`src/rtl/core/ppel_pkg.sv`:
```
// Shared types and constants of the per-process event limiter.
`default_nettype none
package ppel_pkg;
  localparam int unsigned TableEntries = 64;
  localparam int unsigned SlotW = (TableEntries > 1) ? $clog2(TableEntries) : 1;
  localparam int unsigned PidW = 22;
  localparam int unsigned CntW = 32;
  localparam int unsigned NumCnt = 6;
  localparam int unsigned NameSpan = 16;
  localparam int unsigned MarkLen = 4;

  typedef enum logic [2:0] {
    OP_READ = 3'd0, OP_TCP = 3'd1, OP_FD = 3'd2, OP_WRITE = 3'd3,
    OP_CLONE = 3'd4, OP_RAND = 3'd5, OP_EXIT = 3'd6, OP_MEM = 3'd7
  } op_t;

  typedef enum logic [2:0] {
    ACT_IGNORED = 3'd0, ACT_COUNTED = 3'd1, ACT_KILL = 3'd2,
    ACT_FULL = 3'd3, ACT_REMOVED = 3'd4, ACT_MEMORY = 3'd5
  } act_t;

  typedef enum logic [3:0] {
    REG_READ = 4'd0, REG_TCP = 4'd1, REG_FD = 4'd2, REG_WRITE = 4'd3,
    REG_THREAD = 4'd4, REG_RAND = 4'd5, REG_MEM = 4'd6, REG_PATTERN = 4'd7
  } reg_t;

  typedef enum logic [1:0] {
    ST_IDLE = 2'd0, ST_READ = 2'd1, ST_OUT = 2'd2
  } state_t;

  typedef logic [CntW-1:0] cnt_row_t [NumCnt];

  // lookup result handed from the tag array to the control
  typedef struct packed {
    logic             hit;
    logic [SlotW-1:0] hit_slot;
    logic             free;
    logic [SlotW-1:0] free_slot;
  } lookup_t;

  // tag array update request
  typedef struct packed {
    logic             set;
    logic             clr;
    logic [SlotW-1:0] slot;
    logic [PidW-1:0]  pid;
  } tag_wr_t;

  function automatic logic name_has_mark(input logic [63:0] lo, input logic [63:0] hi);
    logic [127:0] nm;
    logic found;
    nm = {hi, lo};
    found = 1'b0;
    for (int s = 0; s < NameSpan - MarkLen; s++) begin
      if (nm[s*8 +: 32] == 32'h706d6f6f) found = 1'b1;
    end
    return found;
  endfunction
endpackage
`default_nettype wire

```
`src/rtl/core/ppel_tags.sv`:
```
// Valid bits, process-ID tags and the parallel lookup.
`default_nettype none
module ppel_tags (
  input  wire logic                        clk,
  input  wire logic                        rst,
  input  wire logic [ppel_pkg::PidW-1:0]   pid,
  input  wire ppel_pkg::tag_wr_t           wr,
  output ppel_pkg::lookup_t                look
);
  logic [ppel_pkg::TableEntries-1:0] slot_valid;
  logic [ppel_pkg::PidW-1:0] slot_pid [ppel_pkg::TableEntries];

  always_ff @(posedge clk) begin
    if (rst) begin
      slot_valid <= '0;
    end else if (wr.set) begin
      slot_valid[wr.slot] <= 1'b1;
    end else if (wr.clr) begin
      slot_valid[wr.slot] <= 1'b0;
    end
  end

  always_ff @(posedge clk) begin
    if (wr.set) slot_pid[wr.slot] <= wr.pid;
  end

  // first match and lowest free slot
  always_comb begin
    look = '0;
    for (int i = ppel_pkg::TableEntries - 1; i >= 0; i--) begin
      if (slot_valid[i] && slot_pid[i] == pid) begin
        look.hit = 1'b1;
        look.hit_slot = ppel_pkg::SlotW'(i);
      end
      if (!slot_valid[i]) begin
        look.free = 1'b1;
        look.free_slot = ppel_pkg::SlotW'(i);
      end
    end
  end
endmodule
`default_nettype wire

```
`config.mk`:
```
export PLATFORM = sky130hd
export DESIGN_NAME = ppel_tags
export DESIGN_NICKNAME = d
export VERILOG_FILES = /design/src/rtl/core/ppel_pkg.sv /design/src/rtl/core/ppel_tags.sv
export SDC_FILE = /design/constraint.sdc
export NUM_CORES = 2
export LEC_CHECK = 0
export BUFFER_PORTS_ARGS = -buffer_cell sky130_fd_sc_hd__buf_2
export CORE_ASPECT_RATIO = 0.7
export CORE_MARGIN = 2
export CORE_UTILIZATION = 35
export CTS_CLUSTER_DIAMETER = 40
export CTS_CLUSTER_SIZE = 10
export DETAILED_ROUTE_END_ITERATION = 6
export MAX_ROUTING_LAYER = met4
export SETUP_SLACK_MARGIN = 0.5
export SYNTH_ARGS = -nofsm -noshare
export SYNTH_HDL_FRONTEND = slang
export SYNTH_SLANG_ARGS = --single-unit
```
`constraint.sdc`:
```
create_clock -name clk -period 2.9 [get_ports clk]
set_input_delay 0.145 -clock clk [delete_from_list [all_inputs] [get_ports clk]]
set_output_delay 0.145 -clock clk [all_outputs]
set_load 0.05 [all_outputs]
```
Yosys cells after proc, flatten, opt, wreduce, memory -nomap -nowiden:

Memories as Yosys holds them, arrays and structs flattened.
Index checks and enable logic that the tools add are counted.

* $lt $le $gt $ge: 2
* equal/unequal tests: 64
* multiplexer cells: 134
* bitwise logic cells: 3
* reduce and logical (&&, ||, !) cells: 66

Operator list (number)
* == test 22 bit: 64
* 2-to-1 mux 7 bit: 128
* 2-to-1 mux 64 bit: 2
* logical AND 1 bit: 65
* bitwise AND 64 bit: 1
* NOT 64 bit: 1
* bitwise OR 64 bit: 1
* < comparator 6 x 7 -> 1 bit (second input constant): 1
* demux 1 bit (select 6 bit): 1
* >= comparator 6 x 1 -> 1 bit (second input constant): 1
* 2-to-1 mux 1 bit: 3
* nonzero test 2 bit: 1

* register bits after elaboration: 64
* memory bits (writable): 1408
* bits of input ports: 54
* output and inout port bits: 14
* logic and storage cells: 271
* memories kept: 1

Memory list
* slot_pid: words 64, bits a word 22, rd ports 64, clocked after Yosys merged registers in 0, write ports 1, RTL line ppel_tags.sv:11 `logic [ppel_pkg::PidW-1:0] slot_pid [ppel_pkg::TableEntries];`

Longest topological paths before layout:

* depth in word-level cells: 66
* depth in mapped cells: 14
* mapped depth without buffers: 11

Worst setup path after synthesis:

Ideal clock, no wire load.

* kind: input to output
* start: input pid[14] (netlist bit)
* end: output look[8] (netlist bit)
* arrival time: 3.186 ns
* data required time: 2.755 ns
* slack: -0.431 ns
* stages: 13
* path buffers: 3
* cell sequence: buf_6 > buf_6 > buf_2 > xnor2_1 > nand4_1 > nor4_1 > nand3_1 > nand2_1 > a21oi_1 > or4_1 > a21oi_1 > o221ai_1 > a211oi_1

RTL lines
* from (decl): RTL line ppel_tags.sv:6 `input wire logic [ppel_pkg::PidW-1:0] pid,`
* to (decl): RTL line ppel_tags.sv:8 `output ppel_pkg::lookup_t look`

==> qor.txt <==
actual slew at the worst max-slew pin -> 0.832 ns
Die ar. -> 183000 um^2
Mapped Area -> 63000 um^2
Fillers -> 16.0k
Detail Route Antenna Nets -> 0
ys async rst share -> 0%
Rel. slew slack -> 44.6%
die width -> 511 um
EDFF count, synth -> 1408
max_cap viols -> 0
sequential power share -> 50.0%
largest net degree at the start of global routing -> 65
predominant post-synthesis flop cell -> edfxtp_1
DIE HEIGHT -> 359 um
synth-to-layout area growth -> 20.3%
post-route cell area -> 75800 um^2
Final Hold Viols -> 0
post-detail-place hpwl -> 127000 um
# setup viols final -> 10
Post-DP Area -> 69700 um^2
post-synthesis sequential element count -> 1472
Distinct cells, synth -> 54
Max Clk Rate -> 226 MHz
crit path time final -> 4.42 ns
Worst-Skew Late Latency -> 0.79 ns
Power per Cell Area -> 620 nW/um^2
Vias/cell -> 5.33
Logic pwr share -> 6.8%
grt ovf -> 0
routability cong. -> 0.962
Final Non-Filler Cells -> 7205
nets -> 4790
violated checks -> negative setup slack
global-route wire length before repair -> 287000 um
Final period util -> 152%
Top Registers -> slot_pid x1408
clock skew -> 0 ns
most common cell after layout, fill and taps aside -> edfxtp_1
vias in the first global route -> 36.7k
Initial Utilization -> 35.2%
Sink Count -> 1472
status -> finished, violations left
Internal -> 36.3 mW
CTS tree -> done
Clock Tree Buf Depth -> 3
initial antenna violation count -> 20
TritonRoute pass-1 iters -> 5
syn_nets -> 4203
sequential-to-total area share from yosys stat -> 69.2%
Mapped Cells -> 4149
drt wl/cell -> 28.6 um
core area -> 179000 um^2
PortBufs -> 67
H-tree depth -> 4
Most flops, register -> slot_pid
TritonCTS Buffers -> 176
commonest non-fill, non-tap cells in the layout -> edfxtp_1, xnor2_1, xor2_1, buf_4, nand4_1
Worst EP required -> 2.76 ns
Core Rows -> 130
highest-delay cell along the critical path -> nor4_2
fin worst setup slack -> -1.52 ns
CP endpoint kind -> primary output
clock tree root buffer cell -> clkbuf_16
CP cell instances -> xor2_1, nor4_2, nand4_1, buf_4, or3_1, a211oi_2, o21bai_1, a31oi_1, o211ai_1, a21oi_2, o221ai_4, a211oi_4, buf_12
vias -> 38.4k
CP Max Fanout -> 2
DRC errors left -> 0
Ports -> 68
final WL -> 206000 um
fin. max-slew vios -> 0
worst vdd ir -> 0.000526 V
RSZ-0062 raised after global routing -> yes
placed cells -> 6893
Worst Setup Start Kind -> flop
switching share of power -> 22.7%
sw power -> 10.7 mW
leakage -> 25.2 nW
initial drt markers -> 5059
Syn. warnings -> 0
syn avg cell area -> 15.2 um^2
Total GRT Usage -> 22.7%
Hold Crit Class -> input pin to flop
Clk pwr share -> 43.2%
WHS -> 0.0775 ns
clk slew on worst S/H paths -> 0.05 ns
slowest cell delay on critical path -> 0.40 ns
layout cells sized above 1 -> 17.9%
critical path class -> flop to primary output
max FFs per register -> 1408
WP data arrival -> 4.28 ns
what timing repair did:
| item | CTS | global route |
|---|---|---|
| pin swaps | 24 | 18 |
| setup buffers | 3 | 3 |
| hold buffers | 35 | 0 |
| hold endpoints to repair | 660 | 0 |
| setup endpoints to repair | 14 | 14 |
| gates resized for setup | 123 | 32 |
power by group through the flow:
stage / combinational [mW] / clock (mW) / sequential, mW
finish: 3.19 / 20.3 / 23.5
global route: 3.32 / 21.4 / 23.5
global placement: 3.09 / 0 / 23.9
detailed placement: 3.10 / 0 / 23.9
floorplan: 1.51 / 0 / 23.9
CTS: 3.16 / 20.5 / 23.5
synthesized netlist by cell type, types with 4 or more instances:
library cell,instances,area (um^2)
edfxtp_1,1408,42300
clkbuf_1,19,71.3
o21ai_0,94,470
inv_1,89,334
buf_6,31,349
and2_1,6,37.5
xnor2_1,760,6660
nor3_1,28,140
a31oi_1,7,43.8
nand2_1,131,492
nand4_1,261,1630
a211oi_1,5,37.5
nand2b_1,4,25.0
xor2_1,648,5680
buf_2,61,305
dfxtp_1,64,1280
or3_1,4,25.0
nor2b_1,6,37.5
a21boi_0,5,37.5
nand3_1,56,280
nor2_1,72,270
nor4_1,188,1180
a21oi_1,86,430
buf_4,62,465
worst max-delay path, delay by kind of cell (launching register included):
| kind | cells | cell delay [ns] |
|---|---|---|
| simple gates | 3 | 0.96 |
| xor+xnor | 1 | 0.16 |
| compound gates | 7 | 1.58 |
| flops | 1 | 0.38 |
| buf+inv | 2 | 0.39 |
layer usage:
| metal | share of wire (%) | vias up | wire length (um) | global-route usage [%] |
|---|---|---|---|---|
| li1 | - | 16300 | - | - |
| met5 | 0 | - | 0 | - |
| met1 | 46 | 19900 | 93700 | 33.8 |
| met2 | 43 | 1959 | 88300 | 32.2 |
| met3 | 9.4 | 271 | 19400 | 3.51 |
| met4 | 2.3 | 0 | 4640 | 5.81 |
cells by family (layout without fill, tap and decap cells):
group,count (synthesis),count (layout),synth area share (%)
and+or+nand+nor,780,780,6.84
xor gates and xnor gates,1408,1408,19.6
buffers and inverters,263,931,2.43
other,0,12,0
AOI/OAI and AO/OA,226,226,2.01
DFF,1472,1472,69.2
cell type report:
class                   instances  area, um^2  share of cell area (%)
diodes                         12        30.0                  0.0396
clock buffers                 221        4680                    6.17
clock inverters                38         428                   0.564
inverters                      89         334                   0.441
multi-input cells            2414       18300                    24.1
flip-flops and latches       1472       43600                    57.5
well taps                    2376        2970                    3.92
repair buffers                583        5440                    7.18
worst paths after layout:
check,startpoint,end,slack (ns),depth (start not counted)
max reg2reg,flop,flop,1.45,3
min,wr[29],flop,0.08,5
max,slot_pid[63][14]$_DFFE_PP_,look[8],-1.52,13
min reg2reg,flop,flop,0.50,2
per-stage QoR:
stage	power, mW	TNS [ns]	setup WS (ns)	utilization [%]
final	47.0	-9.52	-1.52	42.3
after floorplan	25.4	0	0.201	-
after detailed placement	27.0	-4.64	-0.956	38.9
after global routing	48.2	-10.48	-1.57	42.3
after CTS	47.2	-9.69	-1.54	42.2
after global placement	27.0	-5.45	-1.09	38.9
Power figures use the tool's default switching activity.
